--- src/rtl/vsr_pkg.sv ---
// Shared types, codes and widths of the voxel shape rasterizer.
package vsr_pkg;

    // Default grid size on each axis.
    localparam int GRID_X_DEF = 32;
    localparam int GRID_Y_DEF = 32;
    localparam int GRID_Z_DEF = 32;

    // Field widths.
    localparam int COORD_W = 10;
    localparam int RAD_W   = 8;
    localparam int COLOR_W = 8;
    localparam int WIDE_W  = 12;   // coordinate plus or minus a radius, signed
    localparam int SQ_W    = 16;   // square of a radius or an offset
    localparam int SUM_W   = 18;   // sum of three squares
    localparam int PAIR_W  = 32;   // product of two squares
    localparam int TRIP_W  = 48;   // product of three squares
    localparam int ESUM_W  = 50;   // sum of three triple products

    localparam int S_DATA_W = 88;
    localparam int S_USER_W = 4;
    localparam int M_DATA_W = 40;
    localparam int M_USER_W = 1;

    // Operation codes.
    localparam logic [2:0] OP_READ      = 3'd0;
    localparam logic [2:0] OP_VOXEL     = 3'd1;
    localparam logic [2:0] OP_BOX       = 3'd2;
    localparam logic [2:0] OP_SPHERE    = 3'd3;
    localparam logic [2:0] OP_ELLIPSOID = 3'd4;

    // Configuration register indexes.
    localparam logic [1:0] CFG_RED   = 2'd0;
    localparam logic [1:0] CFG_GREEN = 2'd1;
    localparam logic [1:0] CFG_BLUE  = 2'd2;
    localparam logic [1:0] CFG_ALPHA = 2'd3;

    localparam logic [COLOR_W-1:0] COLOR_RESET = 8'hFF;

    // Result status codes.
    localparam logic STATUS_DONE   = 1'b0;
    localparam logic STATUS_REJECT = 1'b1;

    typedef enum logic [1:0] {
        KIND_BOX,
        KIND_SPHERE,
        KIND_ELLIPSOID
    } vsr_kind_t;

    typedef enum logic [2:0] {
        ST_CLEAR,
        ST_IDLE,
        ST_SQUARE,
        ST_PAIR,
        ST_TRIPLE,
        ST_WALK,
        ST_DRAIN,
        ST_FINISH
    } vsr_state_t;

    typedef struct packed {
        logic load;
        logic sq_en;
        logic pair_en;
        logic trip_en;
        logic walk_en;
        logic clr_en;
        logic result_load;
    } vsr_cmd_t;

    typedef struct packed {
        logic clr_last;
        logic walk_empty;
        logic walk_last;
        logic pipe_busy;
        logic out_free;
    } vsr_stat_t;

endpackage

--- src/rtl/vsr_ctrl.sv ---
// Command sequencer of the voxel shape rasterizer.
module vsr_ctrl
    import vsr_pkg::*;
(
    input  logic      clk,
    input  logic      rst_n,
    input  logic      s_tvalid,
    output logic      s_tready,
    input  vsr_stat_t stat,
    output vsr_cmd_t  cmd
);

    vsr_state_t state_reg;
    vsr_state_t state_next;

    always_ff @(posedge clk or negedge rst_n)
    begin
        if (!rst_n)
        begin
            state_reg <= ST_CLEAR;
        end
        else
        begin
            state_reg <= state_next;
        end
    end

    always_comb
    begin
        state_next = state_reg;
        case (state_reg)
            ST_CLEAR:
            begin
                if (stat.clr_last)
                begin
                    state_next = ST_IDLE;
                end
            end
            ST_IDLE:
            begin
                if (s_tvalid)
                begin
                    state_next = ST_SQUARE;
                end
            end
            ST_SQUARE: state_next = ST_PAIR;
            ST_PAIR:   state_next = ST_TRIPLE;
            ST_TRIPLE:
            begin
                state_next = stat.walk_empty ? ST_FINISH : ST_WALK;
            end
            ST_WALK:
            begin
                if (stat.walk_last)
                begin
                    state_next = ST_DRAIN;
                end
            end
            ST_DRAIN:
            begin
                if (!stat.pipe_busy)
                begin
                    state_next = ST_FINISH;
                end
            end
            ST_FINISH:
            begin
                if (stat.out_free)
                begin
                    state_next = ST_IDLE;
                end
            end
            default: state_next = ST_CLEAR;
        endcase
    end

    always_comb
    begin
        cmd             = '0;
        s_tready        = (state_reg == ST_IDLE);
        cmd.load        = (state_reg == ST_IDLE) && s_tvalid;
        cmd.sq_en       = (state_reg == ST_SQUARE);
        cmd.pair_en     = (state_reg == ST_PAIR);
        cmd.trip_en     = (state_reg == ST_TRIPLE);
        cmd.walk_en     = (state_reg == ST_WALK);
        cmd.clr_en      = (state_reg == ST_CLEAR);
        cmd.result_load = (state_reg == ST_FINISH) && stat.out_free;
    end

endmodule

--- config.mk ---
export PLATFORM = sky130hd
export DESIGN_NAME = vsr_ctrl
export DESIGN_NICKNAME = d
export VERILOG_FILES = /design/src/rtl/vsr_pkg.sv /design/src/rtl/vsr_ctrl.sv
export SDC_FILE = /design/constraint.sdc
export NUM_CORES = 1
export LEC_CHECK = 0
export BUFFER_PORTS_ARGS = -buffer_cell sky130_fd_sc_hd__buf_2
export CORE_AREA = 2 2 39 41
export DETAILED_ROUTE_END_ITERATION = 8
export DIE_AREA = 0 0 41 43
export GPL_TIMING_DRIVEN = 0
export SETUP_SLACK_MARGIN = 0.02
export SLEW_MARGIN = 5
export SYNTH_ARGS = -nofsm -noshare
export SYNTH_HDL_FRONTEND = slang
export SYNTH_SLANG_ARGS = --single-unit
--- constraint.sdc ---
create_clock -name clk -period 1.1 [get_ports clk]
set_clock_uncertainty 0.05 [all_clocks]
set_input_delay 0.22 -clock clk [delete_from_list [all_inputs] [get_ports clk]]
set_output_delay 0.22 -clock clk [all_outputs]
set_load 0.005 [all_outputs]
==> results.tsv, run 1 <==
metric	value	unit
status	finished, violations left	
violations	setup timing	
cp-start-kind	flip-flop	
wl_met2	385	um
cts_buffers	3	
worstMarginPinSlew	0.1895	ns
p_seq_share	16.3	%
synthToLayoutAreaGrowth	115.2	%
grt_pass1_wl	1248	um
fp-row-count	14	
total_power	0.001378	W
grt_usage	10.45	%
slowest_stage	dfrtp_1	
syn_area	230.2	um^2
n_antenna_cell	0	
start_util	16.64	%
vdd_ir_drop_max	1.054	mV
clock_latency	0.23	ns
root_buffer	clkbuf_4	
ys_types	18	
portBuffers	15	
p_per_area	2782	nW/um^2
die_w	41	um
setup_viol	10	
ios	16	
place_congestion	0.6940	
critPathTopFamily	flip-flops	
cp-end-kind	output port	
path_buf_inv	2	
synth_cells	30	
clockBufferDepth	2	
routed_via_density	4.493	
rsz0062_at_grt	yes	
p_leak	0.2314	nW
cp_data_required_time	0.83	ns
drv_cap	0	
timing.final.crit_share	121.8	%
met3WireLength	43	um
yosys_warnings	0	
clk_pin_slew	0.04	ns
dp_hpwl	465.1	um
grt_overflow	0	
layout.nets	66	
highest_layer	met4	
wl_met1	298	um
drive_gt1_share	70.18	%
drtPass1Iterations	2	
grt_max_degree	9	
timing.hold.ws	0.2382	ns
dr_total_vias	328	
fin_ws	-0.2400	ns
dieArea	1763	um^2
core	1384	um^2
clockPowerShare	13.8	%
slowest_delay	0.40	ns
report.final.slew_viol_count	0	
routed_wl	740	um
antenna_found_initial	0	
cp_max_fo	8	
syn_nets	38	
min_period	1.340	ns
die-height	43	um
pwr-share-comb	69.8	%
relSlewSlack	87.26	%
critPathKind	flip-flop to output port	
arrival	1.07	ns
synth-seq-cells	3	
cts_max_level	1	
path_cells	buf_6 > nor3_2 > buf_2	
wl_per_cell	10.14	um
drt_iter0_markers	1	
drcViolationCount	0	
syn_area_per_cell	7.674	um^2
finalHoldViolations	0	
hp-class	primary input to flip-flop	
power_switching	0.0005547	W
ant_nets	0	
netSwitchingFraction	40.24	%
numClockSinks	3	
internal-power	0.0008237	W
fmax	0.7463	GHz
grt_pass1_vias	319	
largest_register_ffs	3	
cts_tree	yes	
yosysSeqAreaShare	32.61	%
per-stage QoR:
| stage | setup TNS [ns] | instance area, um^2 | setup slack (ns) | utilization [%] | instances |
|---|---|---|---|---|---|
| after detailed placement | -0.6004 | 330.3 | -0.1343 | 23.87 | 61 |
| after CTS | -1.928 | 480.5 | -0.2623 | 34.72 | 73 |
| final | -1.861 | 495.5 | -0.2400 | 35.80 | 73 |
| after floorplan | 0 | 235.2 | 0.01192 | - | 30 |
| after global placement | -0.5374 | 330.3 | -0.1250 | 23.87 | 61 |
| after global routing | -2.498 | 495.5 | -0.3357 | 35.80 | 73 |
per-layer routing:
| metal | GRT usage [%] | up-vias |
|---|---|---|
| met1 | 13.23 | 153 |
| li1 | - | 162 |
| met5 | 0 | - |
| met4 | 6.000 | 0 |
| met2 | 15.00 | 11 |
| met3 | 3.141 | 2 |
placed cells by master, fill, tap and decap left out:
cell / netlist / routed
buf_2: 2 / 15
buf_6: 0 / 5
buf_4: 1 / 5
nor2_1: 5 / 3
nor3b_2: 0 / 3
clkbuf_4: 0 / 3
dfrtp_1: 3 / 3
nand2_2: 0 / 2
nand2_4: 0 / 1
nor2_2: 0 / 1
nor3_2: 0 / 1
nor2_4: 0 / 1
and2_1: 1 / 1
a21oi_2: 0 / 1
nand3_1: 1 / 1
o31ai_1: 1 / 1
nand2_1: 4 / 1
o221ai_2: 0 / 1
o21ai_1: 0 / 1
a211oi_2: 0 / 1
nand2b_1: 1 / 1
a211o_1: 1 / 1
nand4b_1: 1 / 1
o211ai_1: 1 / 1
clkbuf_1: 0 / 1
dlygate4sd3_1: 0 / 1
layout make-up:
cell class              instances  area, um^2
repair buffers                 23       145.1
plain buffers                   3       33.78
well taps                      16       20.02
flip-flops and latches          3       75.07
clock buffers                   4       26.28
fillers                       153       888.4
multi-input cells              24       195.2
path summary, 6_finish.rpt:
kind | from | endpoint | slack [ns] | cells past startpoint
setup / recovery | state_reg[2] | cmd[1] | -0.24 | 3
hold / removal | stat[4] | state_reg[0] | 0.24 | 3
setup reg to reg | state_reg[1] | state_reg[1] | -0.11 | 5
hold reg to reg | state_reg[0] | state_reg[1] | 0.59 | 2
max in group asynchronous | rst_n | state_reg[2] | 0.64 | 2
min in group asynchronous | rst_n | state_reg[0] | 0.26 | 2
Yosys cell counts (all sizes together):
library cell  count  area (um^2)
a21oi             1        5.000
nor2              5        18.77
o221ai            1        8.760
a211o             1        8.760
o31ai             1        7.510
nor3              1        5.000
nand2b            1        6.260
dfrtp             3        75.07
and2              1        6.260
nand2             4        15.01
nand4b            1        8.760
o211ai            1        7.510
a211oi            1        7.510
nand3             1        5.000
nor3b             3        22.52
buf               3        17.52
o21ai             1        5.000
cell families (layout without fill, tap and decap cells):
| family | count (synthesis) | in the layout | share of synthesized area (%) |
|---|---|---|---|
| AO/OA/AOI/OAI | 7 | 7 | 21.74 |
| buffers and inverters | 3 | 30 | 7.610 |
| flip-flops | 3 | 3 | 32.61 |
| AND/OR/NAND/NOR | 17 | 17 | 38.04 |
power by group through the flow:
stage	sequential (W)	clock [W]	combinational, W
2_1_floorplan	0.000217	0	0.000364
3_3_place_gp	0.000230	0	0.000501
3_5_place_dp	0.000233	0	0.000509
4_1_cts	0.000227	0.000200	0.000904
5_1_grt	0.000233	0.000207	0.00106
6_report	0.000225	0.000191	0.000963
repair_timing:
action	in CTS	in global routing
setup endpoints to repair	10	11
pin swaps	4	7
gates resized for setup	17	4
setup buffers	7	0
hold buffers	1	0
hold endpoints to repair	3	0
worst reg2reg max path, cell delays in order (launching register included):
cell and delay [ns]:
dfrtp_1 0.40, buf_6 0.15, buf_6 0.11, buf_6 0.12, a211o_1 0.22, o211ai_1 0.08
Note: power is estimated with default switching activity, not from simulation.
==> inputs of run 2 (changes only) <==
--- a/config.mk
+++ b/config.mk
@@ -7,9 +7,11 @@
 export LEC_CHECK = 0
 export BUFFER_PORTS_ARGS = -buffer_cell sky130_fd_sc_hd__buf_2
 export CORE_AREA = 2 2 39 41
+export CTS_BUF_LIST = sky130_fd_sc_hd__clkbuf_8
 export DETAILED_ROUTE_END_ITERATION = 8
 export DIE_AREA = 0 0 41 43
 export GPL_TIMING_DRIVEN = 0
+export PLACE_DENSITY = 0.4
 export SETUP_SLACK_MARGIN = 0.02
 export SLEW_MARGIN = 5
 export SYNTH_ARGS = -nofsm -noshare
==> results.tsv, run 2 (synthesis gave the netlist of run 1 again) <==
metric	value	unit	change
slowest_delay	0.43	ns	was 0.40 ns
cp-end-kind	output port		unchanged
hp-class	primary input to async pin		was primary input to flip-flop
setup_viol	10		unchanged
fp-row-count	14		unchanged
cp_data_required_time	0.83	ns	about the same
p_seq_share	15.7	%	was 16.3%
p_per_area	2910	nW/um^2	was 2782 nW/um^2
finalHoldViolations	0		unchanged
n_antenna_cell	0		unchanged
path_buf_inv	1		was 2
critPathKind	flip-flop to output port		unchanged
drcViolationCount	0		unchanged
clk_pin_slew	0.03	ns	was 0.04 ns
worstMarginPinSlew	0.2484	ns	was 0.1895 ns
grt_overflow	0		unchanged
report.final.slew_viol_count	0		unchanged
start_util	16.64	%	unchanged
dieArea	1763	um^2	unchanged
die-height	43	um	unchanged
cp-start-kind	flip-flop		unchanged
critPathTopFamily	flip-flops		unchanged
mostFrequentLayoutCells	buf_2 (16), buf_4 (6), buf_6 (5)		was buf_2 (15), buf_6 (5), buf_4 (5)
die_w	41	um	unchanged
internal-power	0.0009709	W	was 0.0008237 W
status	finished, violations left		unchanged
drtPass1Iterations	1		was 2
timing.hold.ws	0.2806	ns	was 0.2382 ns
arrival	1.07	ns	about the same
routed_via_density	4.267		was 4.493
relSlewSlack	83.30	%	was 87.26%
grt_pass1_wl	1145	um	was 1248 um
p_leak	0.2575	nW	was 0.2314 nW
path_cells	nor3b_2 > and2_1 > buf_2		was buf_6 > nor3_2 > buf_2
numClockSinks	3		unchanged
largest_register_ffs	3		unchanged
power_switching	0.0006237	W	was 0.0005547 W
fin_cells	75		was 73
violations	setup timing		unchanged
rsz0062_at_grt	yes		unchanged
place_congestion	0.6173		was 0.6940
timing.final.crit_share	121.5	%	was 121.8%
drive_gt1_share	72.88	%	was 70.18%
root_buffer	clkbuf_8		was clkbuf_4
clockPowerShare	19.1	%	was 13.8%
drt_iter0_markers	0		was 1
layout.nets	68		was 66
grt_pass1_vias	267		was 319
multi_input_area	214.0	um^2	was 195.2 um^2
final_common_cell	buf_2		unchanged
clockBufferDepth	2		unchanged
grt_usage	9.466	%	was 10.45%
drv_cap	0		unchanged
dr_total_vias	320		was 328
core	1384	um^2	unchanged
clock_latency	0.21	ns	was 0.23 ns
slowest_stage	dfrtp_2		was dfrtp_1
fin_ws	-0.2365	ns	was -0.2400 ns
vdd_ir_drop_max	0.8515	mV	was 1.054 mV
routed_wl	787	um	was 740 um
synthToLayoutAreaGrowth	138.0	%	was 115.2%
fillCellCount	163		was 153
fmax	0.7482	GHz	was 0.7463 GHz
total_power	0.001595	W	was 0.001378 W
pwr-share-comb	65.2	%	was 69.8%
portBuffers	15		unchanged
wl_per_cell	10.49	um	was 10.14 um
ios	16		unchanged
placedCellCount	61		unchanged
netSwitchingFraction	39.11	%	was 40.24%
antenna_found_initial	0		unchanged
cp_max_fo	6		was 8
regArea	77.57	um^2	was 75.07 um^2
cts_buffers	3		unchanged
cts_max_level	1		unchanged
ant_nets	0		unchanged
min_period	1.337	ns	was 1.340 ns
cts_tree	yes		unchanged
grt_max_degree	11		was 9
## run 2: changes by cell type in the layout (fill, tap and decap cells not counted), sizes merged
| cell | change |
|---|---|
| clkbuf | -1 |
| buf | +2 |
| inv | +1 |
## run 2: layer usage
| layer | vias up | share of wire (%) | GRT usage [%] |
|---|---|---|---|
| li1 | 163 | - | - |
| met2 | 9 | 54 | 13.44 |
| met3 | 0 | 6.7 | 1.571 |
| met1 | 148 | 39 | 13.64 |
| met4 | 0 | 0 | 4.000 |
| met5 | - | 0 | 0 |
## run 2: worst register-to-register path: stages, from the launching register on
cell	delay, ns
dfrtp_2	0.43
buf_4	0.15
buf_6	0.11
a211oi_4	0.24
a211o_1	0.13
o211ai_1	0.08
## run 2: through the flow
stage | cell area, um^2 | utilization (%) | worst slack (ns) | setup TNS, ns
2_1_floorplan | 235.2 | - | 0.01192 | 0
6_report | 548.0 | 39.60 | -0.2365 | -1.868
5_1_grt | 548.0 | 39.60 | -0.3353 | -2.587
3_5_place_dp | 330.3 | 23.87 | -0.1563 | -0.6814
4_1_cts | 501.7 | 36.26 | -0.2492 | -1.811
3_3_place_gp | 330.3 | 23.87 | -0.1670 | -0.8441
## run 2: cell type report
| cell class | instances | share of cell area, % |
|---|---|---|
| tap | 16 | 3.653 |
| buffer | 3 | 6.164 |
| clock buffer | 3 | 7.534 |
| clock inverter | 1 | 0.6849 |
| multi-input combinational | 24 | 39.04 |
| sequential | 3 | 14.16 |
| timing repair buffer | 25 | 28.77 |
## run 2: repair_timing
action	in CTS	in global routing
endpoints found under the setup margin	11	11
gates cloned	1	0
buffers inserted	5	6
hold buffers	1	0
hold endpoints to repair	3	0
gates resized for setup	22	6
pin swaps	4	8
## run 2: power groups by stage
stage / Sequential [W] / Combinational [W] / Clock [W]
global route: 0.000259 / 0.00114 / 0.000327
CTS: 0.000256 / 0.000846 / 0.000311
detailed placement: 0.000235 / 0.000515 / 0
global placement: 0.000238 / 0.000520 / 0
floorplan: 0.000217 / 0.000364 / 0
finish: 0.000250 / 0.00104 / 0.000305
## run 2: worst paths after layout
path	from	to	slack, ns	depth (start not counted)
hold / removal	rst_n	state_reg[0]	0.28	2
setup reg to reg	state_reg[2]	state_reg[1]	-0.22	5
min in group clk	stat[4]	state_reg[0]	0.29	3
setup / recovery	state_reg[2]	cmd[6]	-0.24	3
hold reg to reg	state_reg[1]	state_reg[0]	0.63	2
max in group asynchronous	rst_n	state_reg[2]	0.60	2
==> inputs of run 3 (changes only) <==
--- a/config.mk
+++ b/config.mk
@@ -13,6 +13,7 @@
 export GPL_TIMING_DRIVEN = 0
 export PLACE_DENSITY = 0.4
 export SETUP_SLACK_MARGIN = 0.02
+export SKIP_LAST_GASP = 1
 export SLEW_MARGIN = 5
 export SYNTH_ARGS = -nofsm -noshare
 export SYNTH_HDL_FRONTEND = slang
==> results.tsv, run 3 (synthesis gave the netlist of run 1 again) <==
metric	value	unit	change
slowest_delay	0.44	ns	was 0.43 ns
cts_max_level	1		unchanged
final_common_cell	buf_2		unchanged
mostFrequentLayoutCells	buf_2 (16), buf_4 (6), buf_6 (5)		unchanged
report.final.slew_viol_count	0		unchanged
numClockSinks	3		unchanged
drv_cap	0		unchanged
cts_buffers	3		unchanged
utilization	39.60	%	unchanged
grt_usage	9.366	%	was 9.466%
fmax	0.7460	GHz	was 0.7482 GHz
dieArea	1763	um^2	unchanged
die-height	43	um	unchanged
relSlewSlack	83.64	%	was 83.30%
fillCellCount	164		was 163
clk_pin_slew	0.03	ns	about the same
cp_data_required_time	0.83	ns	about the same
clock_latency	0.21	ns	about the same
setup_viol	10		unchanged
fin_ws	-0.2404	ns	was -0.2365 ns
violations	setup timing		unchanged
ant_nets	0		unchanged
antenna_found_initial	0		unchanged
fp-row-count	14		unchanged
rsz0062_at_grt	yes		unchanged
start_util	16.64	%	unchanged
vdd_ir_drop_max	0.8460	mV	was 0.8515 mV
critPathKind	flip-flop to output port		unchanged
drtPass1Iterations	4		was 1
timing.final.crit_share	121.9	%	was 121.5%
r2r_cells	5		unchanged
grt_pass1_wl	1131	um	was 1145 um
grt_pass1_vias	269		was 267
drcViolationCount	0		unchanged
finalHoldViolations	0		unchanged
cp_max_fo	6		unchanged
cts_tree	yes		unchanged
critPathTopFamily	flip-flops		unchanged
grt_max_degree	11		unchanged
dr_total_vias	331		was 320
root_buffer	clkbuf_8		unchanged
wl_per_cell	10.63	um	was 10.49 um
p_leak	0.2577	nW	was 0.2575 nW
arrival	1.07	ns	about the same
n_antenna_cell	0		unchanged
largest_register_ffs	3		unchanged
p_per_area	2910	nW/um^2	about the same
layout.nets	68		unchanged
ios	16		unchanged
path_depth	3		unchanged
hp-class	primary input to async pin		unchanged
portBuffers	15		unchanged
slowest_stage	dfrtp_2		unchanged
path_cells	nor3b_2 > and2_1 > buf_2		unchanged
synthToLayoutAreaGrowth	138.0	%	unchanged
place_congestion	0.6173		unchanged
grt_overflow	0		unchanged
min_period	1.340	ns	was 1.337 ns
timing.hold.ws	0.2771	ns	was 0.2806 ns
clockBufferDepth	2		unchanged
core	1384	um^2	unchanged
drive_gt1_share	72.88	%	unchanged
cp-start-kind	flip-flop		unchanged
routed_wl	797	um	was 787 um
path_buf_inv	1		unchanged
drt_iter0_markers	1		was 0
cp-end-kind	output port		unchanged
die_w	41	um	unchanged
rrSetupSlack	-0.23	ns	was -0.22 ns
status	finished, violations left		unchanged
worstMarginPinSlew	0.2434	ns	was 0.2484 ns
r2r-start	state_reg[2]		unchanged
crit_start	state_reg[2]		unchanged
routed_via_density	4.413		was 4.267
[run 3: metal layers]
metal / track usage (%) / part of all wire, % / routed length (um)
met5: 0 / 0 / 0
met4: 4.000 / 0 / 0
met3: 1.571 / 6.6 / 53
met2: 13.44 / 53 / 425
met1: 13.31 / 40 / 318
[run 3: path summary, 6_finish.rpt]
kind / end
worst min register to register: state_reg[0]
worst max-delay path: cmd[6]
worst max register to register: state_reg[1]
max in group asynchronous: state_reg[2]
min in group clk: state_reg[0]
worst min-delay path: state_reg[0]
[run 3: power by group]
group	switching, W	internal [W]
logic	0.000482	0.000557
clock network	0.0000679	0.000237
registers	0.0000766	0.000174
total	0.000627	0.000968
[run 3: worst reg2reg max path: stages (launching register included)]
cell and delay [ns]:
dfrtp_2 0.44, buf_4 0.15, buf_6 0.11, a211oi_4 0.24, a211o_1 0.13, o211ai_1 0.08
[run 3: layout make-up]
class	instances	area, um^2	share of cell area (%)
multi-input combinational	24	214.0	39.04
clock buffer	3	41.29	7.534
sequential	3	77.57	14.16
timing repair buffer	25	157.7	28.77
tap	16	20.02	3.653
buffer	3	33.78	6.164
clock inverter	1	3.754	0.6849
[run 3: what timing repair did]
item                                    4_1_cts  5_1_grt
hold buffers                                  1        0
resized for setup                            21        5
endpoints found under the setup margin       11       11
pin swaps                                     4        7
gates cloned                                  1        0
setup buffers                                 5        4
endpoints found under the hold margin         3        0
[run 3: stage by stage]
stage,std cells,setup TNS [ns],total power [W],instance area (um^2),worst slack (ns)
global route,75,-2.621,0.001728,548.0,-0.3404
floorplan,30,0,0.0005804,235.2,0.01192
global placement,61,-0.8441,0.0007583,330.3,-0.1670
CTS,72,-1.826,0.001405,498.0,-0.2492
detailed placement,61,-0.6814,0.0007502,330.3,-0.1563
finish,75,-1.907,0.001595,548.0,-0.2404
